### src/rtl/assert_macros.svh
// Assertion macros used by the RTL file that checks its own logic.
`ifndef ASSERT_MACROS_SVH
`define ASSERT_MACROS_SVH
`ifndef SYNTHESIS
`define ASSERT_ALWAYS(label, clk, rst, expr) \
  label: assert property (@(posedge clk) disable iff (rst) (expr)) \
    else $error("assertion failed: condition does not hold");
`define ASSERT_IMPLIES(label, clk, rst, ante, cons) \
  label: assert property (@(posedge clk) disable iff (rst) (ante) |-> (cons)) \
    else $error("assertion failed: implication does not hold");
`define ASSERT_NEXT(label, clk, rst, ante, cons) \
  label: assert property (@(posedge clk) disable iff (rst) (ante) |=> (cons)) \
    else $error("assertion failed: next-cycle implication does not hold");
`else
`define ASSERT_ALWAYS(label, clk, rst, expr)
`define ASSERT_IMPLIES(label, clk, rst, ante, cons)
`define ASSERT_NEXT(label, clk, rst, ante, cons)
`endif
`endif

### src/rtl/gmhp_pkg.sv
`default_nettype none

package gmhp_pkg;

  localparam logic [7:0] MAGIC0 = 8'h1F;
  localparam logic [7:0] MAGIC1 = 8'h8B;
  localparam logic [7:0] CM_DEFLATE = 8'd8;
  localparam logic [7:0] RESERVED_MASK = 8'hE0;
  localparam logic [31:0] CRC_POLY = 32'hEDB88320;
  localparam logic [31:0] CRC_INIT = 32'hFFFFFFFF;

  localparam int unsigned MIN_LEN = 18;
  localparam int unsigned TRAILER_LEN = 8;
  localparam int unsigned TAIL_DEPTH = 8;
  localparam int unsigned IDX_MAGIC0 = 0;
  localparam int unsigned IDX_MAGIC1 = 1;
  localparam int unsigned IDX_METHOD = 2;
  localparam int unsigned IDX_FLAGS = 3;
  localparam int unsigned IDX_FIXED_LAST = 9;

  localparam int unsigned FL_HCRC_BIT = 1;
  localparam int unsigned FL_EXTRA_BIT = 2;
  localparam int unsigned FL_NAME_BIT = 3;
  localparam int unsigned FL_COMMENT_BIT = 4;

  localparam int unsigned LVL_EXTRA = 0;
  localparam int unsigned LVL_NAME = 1;
  localparam int unsigned LVL_COMMENT = 2;
  localparam int unsigned LVL_HCRC = 3;
  localparam int unsigned LVL_END = 4;

  typedef enum logic [3:0] {
    PH_FIXED   = 4'd0,
    PH_XLEN_LO = 4'd1,
    PH_XLEN_HI = 4'd2,
    PH_EXTRA   = 4'd3,
    PH_NAME    = 4'd4,
    PH_COMMENT = 4'd5,
    PH_HCRC_LO = 4'd6,
    PH_HCRC_HI = 4'd7,
    PH_DONE    = 4'd8,
    PH_HALT    = 4'd9
  } phase_t;

  typedef enum logic [3:0] {
    ST_OK            = 4'd0,
    ST_SHORT         = 4'd1,
    ST_MAGIC         = 4'd2,
    ST_METHOD        = 4'd3,
    ST_RESERVED      = 4'd4,
    ST_EXTRA         = 4'd5,
    ST_NAME          = 4'd6,
    ST_COMMENT       = 4'd7,
    ST_HCRC_OVERRUN  = 4'd8,
    ST_HCRC_MISMATCH = 4'd9,
    ST_TRUNCATED     = 4'd10
  } status_t;

  typedef struct packed {
    logic       valid;
    logic [7:0] data_byte;
    logic       last_byte;
  } stage_t;

  typedef struct packed {
    status_t     status;
    logic [31:0] payload_offset;
    logic [31:0] payload_length;
    logic [7:0]  header_flags;
    logic [31:0] expected_crc;
    logic [31:0] expected_size;
  } result_t;

  function automatic logic [31:0] crc_byte(input logic [31:0] crc, input logic [7:0] b);
    logic [31:0] c;
    c = crc ^ {24'b0, b};
    for (int k = 0; k < 8; k++) begin
      c = c[0] ? ((c >> 1) ^ CRC_POLY) : (c >> 1);
    end
    return c;
  endfunction

  // Picks the next optional field at or after the given level.
  function automatic phase_t next_field(input int unsigned level, input logic [7:0] flags);
    phase_t ph;
    if (level <= LVL_EXTRA && flags[FL_EXTRA_BIT]) begin
      ph = PH_XLEN_LO;
    end else if (level <= LVL_NAME && flags[FL_NAME_BIT]) begin
      ph = PH_NAME;
    end else if (level <= LVL_COMMENT && flags[FL_COMMENT_BIT]) begin
      ph = PH_COMMENT;
    end else if (level <= LVL_HCRC && flags[FL_HCRC_BIT]) begin
      ph = PH_HCRC_LO;
    end else begin
      ph = PH_DONE;
    end
    return ph;
  endfunction

endpackage

`default_nettype wire

### src/rtl/gmhp_in_if.sv
`default_nettype none

interface gmhp_in_if;
  logic       valid;
  logic       ready;
  logic [7:0] data_byte;
  logic       last_byte;

  modport source(output valid, output data_byte, output last_byte, input ready);
  modport sink(input valid, input data_byte, input last_byte, output ready);
endinterface

`default_nettype wire

### src/rtl/gmhp_out_if.sv
`default_nettype none

interface gmhp_out_if;
  logic        valid;
  logic        ready;
  logic [3:0]  status;
  logic [31:0] payload_offset;
  logic [31:0] payload_length;
  logic [7:0]  header_flags;
  logic [31:0] expected_crc;
  logic [31:0] expected_size;

  modport source(output valid, output status, output payload_offset, output payload_length,
                 output header_flags, output expected_crc, output expected_size,
                 input ready);
  modport sink(input valid, input status, input payload_offset, input payload_length,
               input header_flags, input expected_crc, input expected_size,
               output ready);
endinterface

`default_nettype wire

### src/rtl/gmhp_in_stage.sv
`default_nettype none

module gmhp_in_stage (
  input  wire logic            clk,
  input  wire logic            rst,
  gmhp_in_if.sink              stream,
  input  wire logic            advance,
  output gmhp_pkg::stage_t     stage
);

  logic       valid;
  logic       valid_next;
  logic [7:0] data_byte;
  logic       last_byte;
  logic       accept;

  assign stream.ready = !valid || advance;
  assign accept = stream.valid && stream.ready;

  always_comb begin
    if (accept) begin
      valid_next = 1'b1;
    end else if (advance) begin
      valid_next = 1'b0;
    end else begin
      valid_next = valid;
    end
  end

  always_ff @(posedge clk) begin
    if (rst) begin
      valid <= 1'b0;
    end else begin
      valid <= valid_next;
    end
  end

  always_ff @(posedge clk) begin
    if (accept) begin
      data_byte <= stream.data_byte;
      last_byte <= stream.last_byte;
    end
  end

  assign stage = '{valid: valid, data_byte: data_byte, last_byte: last_byte};

endmodule

`default_nettype wire

### src/rtl/gmhp_parser.sv
`default_nettype none

module gmhp_parser #(
  parameter int unsigned LENGTH_WIDTH = 32
) (
  input  wire logic             clk,
  input  wire logic             rst,
  input  wire gmhp_pkg::stage_t stage,
  input  wire logic             advance,
  output gmhp_pkg::result_t     res
);

  localparam int unsigned LW = LENGTH_WIDTH;
  localparam logic [LW-1:0] LEN_MAX = '1;

  logic [LW-1:0]     byte_count;
  logic [LW-1:0]     byte_count_next;
  gmhp_pkg::phase_t  parse_phase;
  gmhp_pkg::phase_t  parse_phase_next;
  logic [7:0]        flag_store;
  logic [7:0]        flag_store_next;
  logic [16:0]       extra_remaining;
  logic [16:0]       extra_remaining_next;
  logic [31:0]       header_crc_reg;
  logic [31:0]       header_crc_reg_next;
  logic [15:0]       stored_hcrc;
  logic [15:0]       stored_hcrc_next;
  gmhp_pkg::status_t first_error;
  gmhp_pkg::status_t first_error_next;
  logic [LW:0]       header_end;
  logic [LW:0]       header_end_next;
  logic [7:0]        tail_bytes [gmhp_pkg::TAIL_DEPTH];
  logic [7:0]        tail_bytes_next [gmhp_pkg::TAIL_DEPTH];

  logic [7:0]        b;
  logic [LW:0]       end_pos;
  logic              do_enter;
  int unsigned       enter_level;
  logic [LW+1:0]     header_need;
  logic [LW:0]       plen_full;
  logic [63:0]       off_wide;
  logic [63:0]       plen_wide;

  assign b = stage.data_byte;
  assign end_pos = {1'b0, byte_count} + (LW+1)'(1);

  always_comb begin
    byte_count_next = (byte_count < LEN_MAX) ? byte_count + LW'(1) : byte_count;
    parse_phase_next = parse_phase;
    flag_store_next = flag_store;
    extra_remaining_next = extra_remaining;
    header_crc_reg_next = header_crc_reg;
    stored_hcrc_next = stored_hcrc;
    first_error_next = first_error;
    header_end_next = header_end;
    do_enter = 1'b0;
    enter_level = gmhp_pkg::LVL_EXTRA;

    if (parse_phase < gmhp_pkg::PH_HCRC_LO) begin
      header_crc_reg_next = gmhp_pkg::crc_byte(header_crc_reg, b);
    end

    unique case (parse_phase)
      gmhp_pkg::PH_FIXED: begin
        priority if (byte_count == LW'(gmhp_pkg::IDX_MAGIC0) && b != gmhp_pkg::MAGIC0) begin
          first_error_next = gmhp_pkg::ST_MAGIC;
          parse_phase_next = gmhp_pkg::PH_HALT;
        end else if (byte_count == LW'(gmhp_pkg::IDX_MAGIC1) && b != gmhp_pkg::MAGIC1) begin
          first_error_next = gmhp_pkg::ST_MAGIC;
          parse_phase_next = gmhp_pkg::PH_HALT;
        end else if (byte_count == LW'(gmhp_pkg::IDX_METHOD) && b != gmhp_pkg::CM_DEFLATE) begin
          first_error_next = gmhp_pkg::ST_METHOD;
          parse_phase_next = gmhp_pkg::PH_HALT;
        end else if (byte_count == LW'(gmhp_pkg::IDX_FLAGS)) begin
          flag_store_next = b;
          if ((b & gmhp_pkg::RESERVED_MASK) != 8'd0) begin
            first_error_next = gmhp_pkg::ST_RESERVED;
            parse_phase_next = gmhp_pkg::PH_HALT;
          end
        end else if (byte_count >= LW'(gmhp_pkg::IDX_FIXED_LAST)) begin
          do_enter = 1'b1;
          enter_level = gmhp_pkg::LVL_EXTRA;
        end else begin
          parse_phase_next = parse_phase;
        end
      end
      gmhp_pkg::PH_XLEN_LO: begin
        extra_remaining_next = {9'd0, b};
        parse_phase_next = gmhp_pkg::PH_XLEN_HI;
      end
      gmhp_pkg::PH_XLEN_HI: begin
        extra_remaining_next = extra_remaining | {1'b0, b, 8'd0};
        if (extra_remaining_next == 17'd0) begin
          do_enter = 1'b1;
          enter_level = gmhp_pkg::LVL_NAME;
        end else begin
          parse_phase_next = gmhp_pkg::PH_EXTRA;
        end
      end
      gmhp_pkg::PH_EXTRA: begin
        extra_remaining_next = extra_remaining - 17'd1;
        if (extra_remaining_next == 17'd0) begin
          do_enter = 1'b1;
          enter_level = gmhp_pkg::LVL_NAME;
        end
      end
      gmhp_pkg::PH_NAME: begin
        if (b == 8'd0) begin
          do_enter = 1'b1;
          enter_level = gmhp_pkg::LVL_COMMENT;
        end
      end
      gmhp_pkg::PH_COMMENT: begin
        if (b == 8'd0) begin
          do_enter = 1'b1;
          enter_level = gmhp_pkg::LVL_HCRC;
        end
      end
      gmhp_pkg::PH_HCRC_LO: begin
        stored_hcrc_next = {8'd0, b};
        parse_phase_next = gmhp_pkg::PH_HCRC_HI;
      end
      gmhp_pkg::PH_HCRC_HI: begin
        stored_hcrc_next = {b, stored_hcrc[7:0]};
        if (stored_hcrc_next != ~header_crc_reg[15:0]) begin
          first_error_next = gmhp_pkg::ST_HCRC_MISMATCH;
          parse_phase_next = gmhp_pkg::PH_HALT;
        end else begin
          do_enter = 1'b1;
          enter_level = gmhp_pkg::LVL_END;
        end
      end
      default: begin
        parse_phase_next = parse_phase;
      end
    endcase

    if (do_enter) begin
      parse_phase_next = gmhp_pkg::next_field(enter_level, flag_store);
      if (parse_phase_next == gmhp_pkg::PH_DONE) begin
        header_end_next = end_pos;
      end
    end

    for (int i = 0; i < gmhp_pkg::TAIL_DEPTH - 1; i++) begin
      tail_bytes_next[i] = tail_bytes[i+1];
    end
    tail_bytes_next[gmhp_pkg::TAIL_DEPTH-1] = b;
  end

  assign header_need = {1'b0, header_end_next} + (LW+2)'(gmhp_pkg::TRAILER_LEN);
  assign plen_full = {1'b0, byte_count_next} - header_end_next
                   - (LW+1)'(gmhp_pkg::TRAILER_LEN);
  assign off_wide = 64'(header_end_next);
  assign plen_wide = 64'(plen_full);

  always_comb begin
    res.payload_offset = 32'd0;
    res.payload_length = 32'd0;
    if (byte_count_next < LW'(gmhp_pkg::MIN_LEN)) begin
      res.status = gmhp_pkg::ST_SHORT;
    end else if (first_error_next != gmhp_pkg::ST_OK) begin
      res.status = first_error_next;
    end else begin
      unique case (parse_phase_next)
        gmhp_pkg::PH_XLEN_LO, gmhp_pkg::PH_XLEN_HI, gmhp_pkg::PH_EXTRA: begin
          res.status = gmhp_pkg::ST_EXTRA;
        end
        gmhp_pkg::PH_NAME: begin
          res.status = gmhp_pkg::ST_NAME;
        end
        gmhp_pkg::PH_COMMENT: begin
          res.status = gmhp_pkg::ST_COMMENT;
        end
        gmhp_pkg::PH_HCRC_LO, gmhp_pkg::PH_HCRC_HI: begin
          res.status = gmhp_pkg::ST_HCRC_OVERRUN;
        end
        gmhp_pkg::PH_DONE: begin
          if (header_need > {2'b0, byte_count_next}) begin
            res.status = gmhp_pkg::ST_TRUNCATED;
          end else begin
            res.status = gmhp_pkg::ST_OK;
            res.payload_offset = off_wide[31:0];
            res.payload_length = plen_wide[31:0];
          end
        end
        default: begin
          res.status = gmhp_pkg::ST_TRUNCATED;
        end
      endcase
    end
    res.header_flags = flag_store_next;
    res.expected_crc = {tail_bytes_next[3], tail_bytes_next[2],
                        tail_bytes_next[1], tail_bytes_next[0]};
    res.expected_size = {tail_bytes_next[7], tail_bytes_next[6],
                         tail_bytes_next[5], tail_bytes_next[4]};
  end

  // The last byte of a buffer returns every register to its reset value.
  always_ff @(posedge clk) begin
    if (rst || (advance && stage.last_byte)) begin
      byte_count <= '0;
      parse_phase <= gmhp_pkg::PH_FIXED;
      flag_store <= 8'd0;
      extra_remaining <= 17'd0;
      header_crc_reg <= gmhp_pkg::CRC_INIT;
      stored_hcrc <= 16'd0;
      first_error <= gmhp_pkg::ST_OK;
      header_end <= '0;
      for (int i = 0; i < gmhp_pkg::TAIL_DEPTH; i++) begin
        tail_bytes[i] <= 8'd0;
      end
    end else if (advance) begin
      byte_count <= byte_count_next;
      parse_phase <= parse_phase_next;
      flag_store <= flag_store_next;
      extra_remaining <= extra_remaining_next;
      header_crc_reg <= header_crc_reg_next;
      stored_hcrc <= stored_hcrc_next;
      first_error <= first_error_next;
      header_end <= header_end_next;
      for (int i = 0; i < gmhp_pkg::TAIL_DEPTH; i++) begin
        tail_bytes[i] <= tail_bytes_next[i];
      end
    end
  end

endmodule

`default_nettype wire

### src/rtl/gmhp_out_reg.sv
`default_nettype none

module gmhp_out_reg (
  input  wire logic              clk,
  input  wire logic              rst,
  input  wire logic              load,
  input  wire gmhp_pkg::result_t res,
  output logic                   slot_free,
  gmhp_out_if.source             result
);

  logic              valid;
  logic              valid_next;
  gmhp_pkg::result_t held;

  assign slot_free = !valid || result.ready;

  always_comb begin
    if (load) begin
      valid_next = 1'b1;
    end else if (result.ready) begin
      valid_next = 1'b0;
    end else begin
      valid_next = valid;
    end
  end

  always_ff @(posedge clk) begin
    if (rst) begin
      valid <= 1'b0;
    end else begin
      valid <= valid_next;
    end
  end

  always_ff @(posedge clk) begin
    if (load) begin
      held <= res;
    end
  end

  assign result.valid = valid;
  assign result.status = held.status;
  assign result.payload_offset = held.payload_offset;
  assign result.payload_length = held.payload_length;
  assign result.header_flags = held.header_flags;
  assign result.expected_crc = held.expected_crc;
  assign result.expected_size = held.expected_size;

endmodule

`default_nettype wire

### src/rtl/gzip_member_header_parser.sv
// gzip member header parser.
// The stream channel carries one byte of a gzip buffer per transfer, with
// last_byte marking the final byte. The result channel carries one transfer
// per buffer: status, deflate payload offset and length, the flag byte and
// the trailer CRC and size.
// Each byte lands in an input register and is parsed from there; when the
// last byte of a buffer is parsed, the result is loaded into the output
// register. One byte is taken every cycle, except that the last byte of a
// buffer waits in the input register while the output register is full.
// When the receiver stalls, the result is held and the next buffer keeps
// streaming until its own last byte waits in the input register.
// Synchronous reset clears both handshake registers and returns the parser
// to the start of a header, with the CRC at its initial value and the
// trailer bytes at zero. The parser returns to the same state after each
// last byte.
`default_nettype none
`include "assert_macros.svh"

module gzip_member_header_parser #(
  parameter int unsigned LENGTH_WIDTH = 32
) (
  input wire logic   clk,
  input wire logic   rst,
  gmhp_in_if.sink    stream,
  gmhp_out_if.source result
);

  gmhp_pkg::stage_t  stage;
  gmhp_pkg::result_t res;
  logic              slot_free;
  logic              advance;
  logic              load_result;
  logic              last_waiting;
  logic              result_error;
  logic              payload_clear;

  assign advance = stage.valid && (!stage.last_byte || slot_free);
  assign load_result = advance && stage.last_byte;
  assign last_waiting = stage.valid && stage.last_byte;
  assign result_error = result.valid && result.status != gmhp_pkg::ST_OK;
  assign payload_clear = result.payload_offset == 32'd0 && result.payload_length == 32'd0;

  gmhp_in_stage u_in_stage (
    .clk     (clk),
    .rst     (rst),
    .stream  (stream),
    .advance (advance),
    .stage   (stage)
  );

  gmhp_parser #(
    .LENGTH_WIDTH (LENGTH_WIDTH)
  ) u_parser (
    .clk     (clk),
    .rst     (rst),
    .stage   (stage),
    .advance (advance),
    .res     (res)
  );

  gmhp_out_reg u_out_reg (
    .clk       (clk),
    .rst       (rst),
    .load      (load_result),
    .res       (res),
    .slot_free (slot_free),
    .result    (result)
  );

  `ASSERT_NEXT(a_last_held_on_stall, clk, rst, last_waiting && !slot_free, last_waiting)
  `ASSERT_IMPLIES(a_load_into_free_slot, clk, rst, load_result, slot_free)
  `ASSERT_IMPLIES(a_error_zero_payload, clk, rst, result_error, payload_clear)

endmodule

`default_nettype wire

### src/flat_wrapper.sv
// flat-port wrapper written by rule: the top's interface ports become plain ports
module gzip_member_header_parser_flat 
#(
  parameter int unsigned LENGTH_WIDTH = 32
)
  (clk, rst, stream_valid, stream_data_byte, stream_last_byte, stream_ready, result_valid, result_status, result_payload_offset, result_payload_length, result_header_flags, result_expected_crc, result_expected_size, result_ready);
  gmhp_in_if stream_i ();
  gmhp_out_if result_i ();
  input wire logic clk;
  input wire logic rst;
  input wire logic [$bits(stream_i.valid)-1:0] stream_valid;
  input wire logic [$bits(stream_i.data_byte)-1:0] stream_data_byte;
  input wire logic [$bits(stream_i.last_byte)-1:0] stream_last_byte;
  output wire logic [$bits(stream_i.ready)-1:0] stream_ready;
  output wire logic [$bits(result_i.valid)-1:0] result_valid;
  output wire logic [$bits(result_i.status)-1:0] result_status;
  output wire logic [$bits(result_i.payload_offset)-1:0] result_payload_offset;
  output wire logic [$bits(result_i.payload_length)-1:0] result_payload_length;
  output wire logic [$bits(result_i.header_flags)-1:0] result_header_flags;
  output wire logic [$bits(result_i.expected_crc)-1:0] result_expected_crc;
  output wire logic [$bits(result_i.expected_size)-1:0] result_expected_size;
  input wire logic [$bits(result_i.ready)-1:0] result_ready;
  assign stream_i.valid = stream_valid;
  assign stream_i.data_byte = stream_data_byte;
  assign stream_i.last_byte = stream_last_byte;
  assign stream_ready = stream_i.ready;
  assign result_valid = result_i.valid;
  assign result_status = result_i.status;
  assign result_payload_offset = result_i.payload_offset;
  assign result_payload_length = result_i.payload_length;
  assign result_header_flags = result_i.header_flags;
  assign result_expected_crc = result_i.expected_crc;
  assign result_expected_size = result_i.expected_size;
  assign result_i.ready = result_ready;
  gzip_member_header_parser #(.LENGTH_WIDTH(LENGTH_WIDTH)) u_core (.clk(clk), .rst(rst), .stream(stream_i), .result(result_i));
endmodule
### config.mk
export PLATFORM = sky130hd
export DESIGN_NAME = gzip_member_header_parser_flat
export DESIGN_NICKNAME = d
export VERILOG_FILES = /design/src/rtl/gmhp_pkg.sv /design/src/rtl/gmhp_in_if.sv /design/src/rtl/gmhp_out_if.sv /design/src/rtl/gmhp_in_stage.sv /design/src/rtl/gmhp_parser.sv /design/src/rtl/gmhp_out_reg.sv /design/src/rtl/gzip_member_header_parser.sv /design/src/flat_wrapper.sv
export VERILOG_INCLUDE_DIRS = /design/src /design/src/rtl
export SDC_FILE = /design/constraint.sdc
export NUM_CORES = 1
export LEC_CHECK = 0
export BUFFER_PORTS_ARGS = -buffer_cell sky130_fd_sc_hd__buf_2
export CAP_MARGIN = 20
export CORE_MARGIN = 2
export CORE_UTILIZATION = 45
export DETAILED_ROUTE_END_ITERATION = 8
export PLACE_DENSITY = 0.68
export SLEW_MARGIN = 20
export SYNTH_ARGS = -nofsm -noshare
export SYNTH_HDL_FRONTEND = slang
export SYNTH_SLANG_ARGS = --single-unit
### constraint.sdc
create_clock -name clk -period 20.7 [get_ports clk]
set_input_delay 0 -clock clk [delete_from_list [all_inputs] [get_ports clk]]
set_output_delay 0 -clock clk [all_outputs]
set_load 0.03 [all_outputs]
Yosys cells after proc, flatten, opt, wreduce, memory -nomap -nowiden:

Memories as Yosys holds them, arrays and structs flattened.
Index checks and enable logic that the tools add are counted.

* bits in writable memories: 64
* output and inout port bits: 142
* memories kept: 1
* bits of input ports: 13
* bits in registers: 289

* eq/ne operators: 23
* bitwise logic cells: 21
* $add $sub $neg: 6
* order comparisons: 9
* reduce and logical (&&, ||, !) cells: 34
* multiplexer cells: 75

Memories
* u_core.u_parser.tail_bytes: words 8, width 8, read ports 7, clocked after Yosys merged registers in 0, wr ports 8, line gmhp_parser.sv:32 `logic [7:0] tail_bytes [gmhp_pkg::TAIL_DEPTH];`

Operators by type and width (number)
* $mux W32: 9
* $not A13 Y14: 8
* $mux W8: 13
* $mux W4: 21
* $mux W33: 2
* $eq A32 B2 Y1 const B: 2
* $le A32 B1 Y1 const B: 2
* $le A32 B2 Y1 const B: 2
* $pmux W17 S3: 1
* $pmux W4 S5: 2
* $add A33 B4 Y34 const B: 1
* $gt A34 B32 Y1: 1
* $logic_not A17 Y1: 2
* $add A32 B1 Y33 const B: 1
* $add A32 B1 Y32 const B: 1
* $eq A32 B1 Y1 const B: 1
* $eq A4 B3 Y1 const B: 8
* $ge A32 B4 Y1 const B: 1
* $logic_not A32 Y1: 1
* $lt A32 B32 Y1 const B: 1
* $lt A32 B5 Y1 const B: 1
* $sub A32 B32 Y32: 1
* $sub A32 B4 Y32 const B: 1
* $xor A32 B8 Y32: 1
* other kinds (34): 84

Logic depth before layout (Yosys ltp):

* depth in word-level cells: 19
* depth in mapped cells: 35
* gate-level depth less buffers: 30

By module:

From an unflattened synthesis, not the netlist that was laid out.

* cell total of the unflattened synthesis: 1935
* area, all modules: 19092.1 um2

By module, submodules not included
* gmhp_parser: instances 1, area an instance 14482.6 um2, cells an instance 1772, seq. area each 4444.3 um2
* gmhp_out_reg: instances 1, area an instance 4250.3 um2, cells an instance 144, seq. area each 4224.1 um2
* gmhp_in_stage: instances 1, area an instance 340.3 um2, cells an instance 16, seq. area each 290.3 um2
* gzip_member_header_parser: instances 1, area an instance 18.8 um2, cells an instance 3, seq. area each 0.0 um2

Worst setup path after synthesis:

Ideal clock, no wire load.

* path kind: register to register
* start: reg u_core.u_parser.extra_remaining[0]
* end: reg u_core.u_out_reg.held (netlist bit u_core.u_out_reg.result.payload_length[29]), data pin
* data arrival time: 6.221 ns
* buffers on the path: 3
* required time: 20.446 ns
* clock period less this slack: 6.475 ns
* slack: 14.225 ns
* cell stages (with the launch flop): 29
* path through: dfxtp_1 > inv_1 > ha_1 > clkbuf_1 > or3_1 > o31ai_1 > a31oi_1 > nor4b_1 > nand3_1 > nand2_1 > and3_1 > buf_2 > clkbuf_1 > mux2i_1 > inv_1 > ha_1 > ha_1 > fa_1 > a21oi_1 > o211ai_1 > a221oi_1 > a211oi_1 > o31ai_1 > o31ai_1 > nor3_1 > o21ai_0 > a21oi_1 > xor2_1 > nor2_1

* longest elaborated chain between the ends: 17
* elaborated cells on any way between the ends: 36
* those cells by class: 4 x add/sub; 5 x order compare; 2 x eq/ne; 16 x mux; 2 x bitwise; 7 x reduce/logical

Ends and longest elaborated chain
* start: declaration: line gmhp_parser.sv:22 `logic [16:0] extra_remaining;`
* start signal: assignment: line gmhp_parser.sv:217 `extra_remaining <= extra_remaining_next;`
* $sub A17 B1 Y17 / $or A17 B16 Y17 (equally long branches): line gmhp_parser.sv:101, gmhp_parser.sv:92
* $logic_not A17 Y1, on equally long branches: line gmhp_parser.sv:102, gmhp_parser.sv:93
* $mux W1, on equally long branches: line gmhp_parser.sv:102, gmhp_parser.sv:93
* $pmux W3 S5: line gmhp_parser.sv:63 `unique case (parse_phase)`
* $le A32 B2 Y1: line gmhp_pkg.sv:92 `end else if (level <= LVL_HCRC && flags[FL_HCRC_BIT]) begin`
* $logic_and A1 B1 Y1: line gmhp_pkg.sv:92
* $mux W4: line gmhp_pkg.sv:92
* $mux W4: line gmhp_pkg.sv:90 `end else if (level <= LVL_COMMENT && flags[FL_COMMENT_BIT]) begin`
* [... 2 more ...]
* $mux W4: line gmhp_parser.sv:138 `if (do_enter) begin`
* $eq A4 B4 Y1: line gmhp_parser.sv:140 `if (parse_phase_next == gmhp_pkg::PH_DONE) begin`
* $mux W33: line gmhp_parser.sv:140
* $mux W33 (*): line gmhp_parser.sv:138
* via u_core.u_parser.header_end_next[1]: line gmhp_parser.sv:31 `logic [LW:0] header_end_next;`
* $add A33 B4 Y34: line gmhp_parser.sv:151 `assign header_need = {1'b0, header_end_next} + (LW+2)'(gmhp_pkg::TRAILER_LEN);`
* $gt A34 B32 Y1: line gmhp_parser.sv:179 `if (header_need > {2'b0, byte_count_next}) begin`
* $reduce_or A4 Y1 (no source line)
* end signal: assignment: line gmhp_out_reg.sv:38 `held <= res;`
* end: declaration: line gmhp_out_reg.sv:14 `gmhp_pkg::result_t held;`

The timed path passes the listed nets; every way through them passes the cells marked *. The select of a mux whose other input is x is not followed.
A chain may end at the register's enable or synchronous reset.

Final worst setup path:

* start: reg u_core.u_parser.extra_remaining[0]
* end: reg u_core.u_out_reg.held (netlist bit u_core.u_out_reg.result.payload_length[17]), data pin

Same word-level chain as after synthesis.

==> flow_summary_export.csv <==
group,metric,value,unit
floorplan,rows,75,
critical_path,max_stage_delay,740,ps
global_routing,track_usage,22.52,%
detailed_routing,detail_route.wl_per_cell,18.73,µm
detailed_routing,via_per_inst,5.703,
logic_synthesis,synth_xor_area_share,7.954,%
logic_synthesis,synth_top_family_by_area,"simple AND/OR/NAND/NOR gates",
critical_path,worst-r2r-setup-slack,12620,ps
critical_path,reg2reg_to,"u_core.u_out_reg.result.payload_length[17]",
placed_design,placed_cells,2604,
logic_synthesis,ys_async_sr_fraction,0,%
finish,top_regs,"u_core.u_parser.tail_bytes: 56 flops, u_core.u_parser.header_end: 33 flops",
global_routing,grt_max_degree,97,
sta,period_minus_slack,8076,ps
detailed_routing,first_iter_violations,1188,
logic_synthesis,yosys_warnings,0,
finish,regMostFlops,"u_core.u_parser.tail_bytes",
cts,htree_levels,2,
critical_path,crit_required,21100,ps
finish,layout.nets,2234,
global_routing,grt_overflow_total,0,
placed_design,port_buffers,154,
min_path,hold_end,"u_core.u_in_stage.data_byte[0]",
logic_synthesis,synth_fa_ha_area_share,6.700,%
sta,maxSlewHeadroom,31.65,%
cts,cts.path.max_buffers,3,
global_routing,grt_pass1_wl,79450,µm
sta,tightestPinTransition,1016,ps
logic_synthesis,synth.mux.area_fraction,2.057,%
detailed_routing,vias,15340,
cts,ctsResizeCount,0,
cts,tritoncts,"done",
critical_path,cp-end-kind,"register",
logic_synthesis,seq_area_frac_synth,46.76,%
logic_synthesis,yosysTopAreaCellShare,32.13,%
floorplan,fp.dieH,210.3,µm
min_path,whs_path_depth,2,
logic_synthesis,synth-simple-area-share,18.72,%
logic_synthesis,ys.flop_type,"edfxtp_1",
power_and_ir_drop,power,0.001620,W
critical_path,cp_max_fo,36,
logic_synthesis,netlist_instances,1994,
cts,cts_sinks,345,
logic_synthesis,avgSynthCellArea,9.609,µm²
cts,cts_setup_buffers,0,
floorplan,die_area,44240,µm²
critical_path,cp_slowest_cell,"or3_2",
logic_synthesis,synth_area,19160,µm²
detailed_routing,drc,0,
floorplan,start_util,45.68,%
finish,largest_register_ffs,56,
logic_synthesis,yosysTopAreaCell,"edfxtp_1",
cts,cts_made_buffers,39,
sta,max_freq,0.1238,GHz
placed_design,dpl.hpwl,35270,µm
power_and_ir_drop,power_density,74.53,nW/µm²
cts,clkTransAtPathRegs,60,ps
min_path,min_path_type,"in2reg",
detailed_routing,dr.pass1.iters,7,
sta,finClkSkew,15.70,ps
min_path,hp-start,"stream_data_byte[0]",
job,drv_cap,0,
logic_synthesis,synth_nets,2109,
sta,rsz0062_at_grt,"no",
critical_path,r2r_cells,30,
finish,instances_no_fill,2689,
outcome,status,"complete, no violations",
placed_design,gp_congestion,0.9587,
finish,area_growth,13.44,%
global_routing,antenna_found_initial,0,
finish,utilization,51.82,%
critical_path,startpoint_type,"register",
critical_path,path_class,"reg2reg",
critical_path,arrival,8480,ps
sta,fin_tns_setup,0,ps
cts,clk-insertion-delay-late,580,ps
sta,hold_viol_final,0,
finish,diodes,0,
power_and_ir_drop,ir_worst_vdd,0.00005345,V
floorplan,core,41950,µm²
cts,ctsRootBufferMaster,"clkbuf_16",
global_routing,grt_pass1_vias,14580,
detailed_routing,wl,50370,µm
sta,finalMaxSlewViolations,0,
logic_synthesis,synth-edff-count,205,
sta,setup_viol,0,
logic_synthesis,synth-seq-cells,345,
sta,period_share,39.01,%
floorplan,die_w,210.3,µm
finish,layout-drive-gt1-share,12.79,%
critical_path,timing.rr.start,"u_core.u_parser.extra_remaining[0]",
logic_synthesis,synth_area_leaders,"edfxtp_1 (32%), dfxtp_1 (15%), ha_1 (6.6%)",
detailed_routing,drtAntennaViolNets,0,
power_and_ir_drop,power.leakage,8.991,nW
logic_synthesis,synth_compound_area_share,12.92,%
floorplan,ioPinCount,155,
logic_synthesis,ys_types,78,
-- logic make-up (layout without fill, tap and decap cells) --
group / Yosys count / count (layout)
buf+inv: 232 / 388
flops: 345 / 345
xor+xnor: 174 / 174
simple gates: 707 / 707
mux: 38 / 38
fa+ha+maj: 102 / 102
compound gates: 396 / 396
-- cell type report --
type / count / area, µm²
Sequential cell: 345 / 8959
Inverter: 128 / 480.5
Fill cell: 3804 / 20210
Clock buffer: 53 / 1049
Multi-Input combinational cell: 1417 / 9314
Clock inverter: 19 / 180.2
Timing Repair Buffer: 188 / 1079
Tap cell: 539 / 674.4
-- critical path: cells and delay by family, from the launching register on --
kind	cells	cell delay, ps
AND/OR/NAND/NOR	11	3110
flip-flops	1	380
buffers and inverters	4	980
XOR/XNOR	1	150
adder cells (fa/ha/maj)	3	990
AO/OA/AOI/OAI	9	1720
multiplexers	2	560
-- how the worst max path moves through the flow --
stage                                       start                                    endpoint  slack [ps]  cells past startpoint
4_1_cts        u_core.u_parser.extra_remaining[0]  u_core.u_out_reg.result.payload_length[17]       12700                     30
3_5_place_dp   u_core.u_parser.extra_remaining[0]  u_core.u_out_reg.result.payload_length[17]       12720                     31
2_1_floorplan  u_core.u_parser.extra_remaining[0]  u_core.u_out_reg.result.payload_length[29]       14230                     28
3_3_place_gp   u_core.u_parser.extra_remaining[0]  u_core.u_out_reg.result.payload_length[17]       12940                     31
6_report       u_core.u_parser.extra_remaining[0]  u_core.u_out_reg.result.payload_length[17]       12620                     30
5_1_grt        u_core.u_parser.extra_remaining[1]  u_core.u_out_reg.result.payload_length[17]       12000                     30
-- Yosys cell counts (4+ instances only) --
cell type,n
nor3_1,35
a31oi_1,16
o211ai_1,37
nor4_1,25
o31ai_1,14
buf_2,13
and4_1,11
nand3_1,53
or3_1,17
nor4b_1,4
a21o_1,21
edfxtp_1,205
nand2_1,177
clkbuf_1,84
nand3b_1,6
xnor2_1,108
or2_2,6
o41ai_1,4
or4_1,13
and3_1,59
a22o_1,12
buf_6,6
nor2_1,177
nor2b_1,20
o21ai_0,143
and2_1,30
a21oi_1,75
nand4_1,44
inv_1,128
mux2_2,11
mux2i_1,27
xor2_1,66
dfxtp_1,140
o21bai_1,8
o21a_1,9
o22ai_1,9
a211oi_1,14
ha_1,101
nor3b_1,6
-- metal layers --
layer	routed length (µm)	global-route usage, %
met5	0	0
met3	3011	3.799
met1	22780	30.70
met2	22980	36.12
met4	1594	8.266
-- layout by cell type, fill, tap and decap left out, types with 8 or more instances in the layout --
cell,n
nand2_1,176
inv_1,127
xor2_1,66
clkbuf_16,39
nand4_1,44
and4_1,11
a211oi_1,14
o21ai_0,143
nor3_1,35
buf_2,154
buf_4,20
clkinv_2,9
clkbuf_1,12
xnor2_1,108
or3_1,16
or4_1,13
a31oi_1,15
nor2_1,174
nand3_1,51
a22o_1,12
and3_1,58
dfxtp_1,140
a21oi_1,75
o211ai_1,37
dlygate4sd3_1,13
o22ai_1,9
ha_1,101
o31ai_1,14
mux2i_1,27
nor2b_1,20
edfxtp_1,205
nor4_1,24
o21bai_1,8
mux2_2,11
a21o_1,21
o21a_1,9
and2_1,30
-- power breakdown --
part / switching, W / internal (W) / total (W)
Combinational: 0.000111 / 0.0000682 / 0.000179
Sequential: 0.0000154 / 0.000750 / 0.000766
Clock: 0.000290 / 0.000385 / 0.000675
-- per-stage QoR --
| step | hold WS (ps) | setup WS, ps | instance area [µm²] |
|---|---|---|---|
| 3_3_place_gp | 178.1 | 12940 | 20340 |
| 3_5_place_dp | 179.0 | 12720 | 20370 |
| 2_1_floorplan | 69.07 | 14230 | 19160 |
| 5_1_grt | 140.2 | 12000 | 21730 |
| 6_report | 142.5 | 12620 | 21730 |
| 4_1_cts | 106.1 | 12700 | 21730 |
-- what timing repair did --
action | in CTS | in global routing
endpoints found under the hold margin | 11 | 0
setup endpoints to repair | 0 | 0
hold buffers | 13 | 0
No activity file was read; power rests on OpenSTA's default activity.
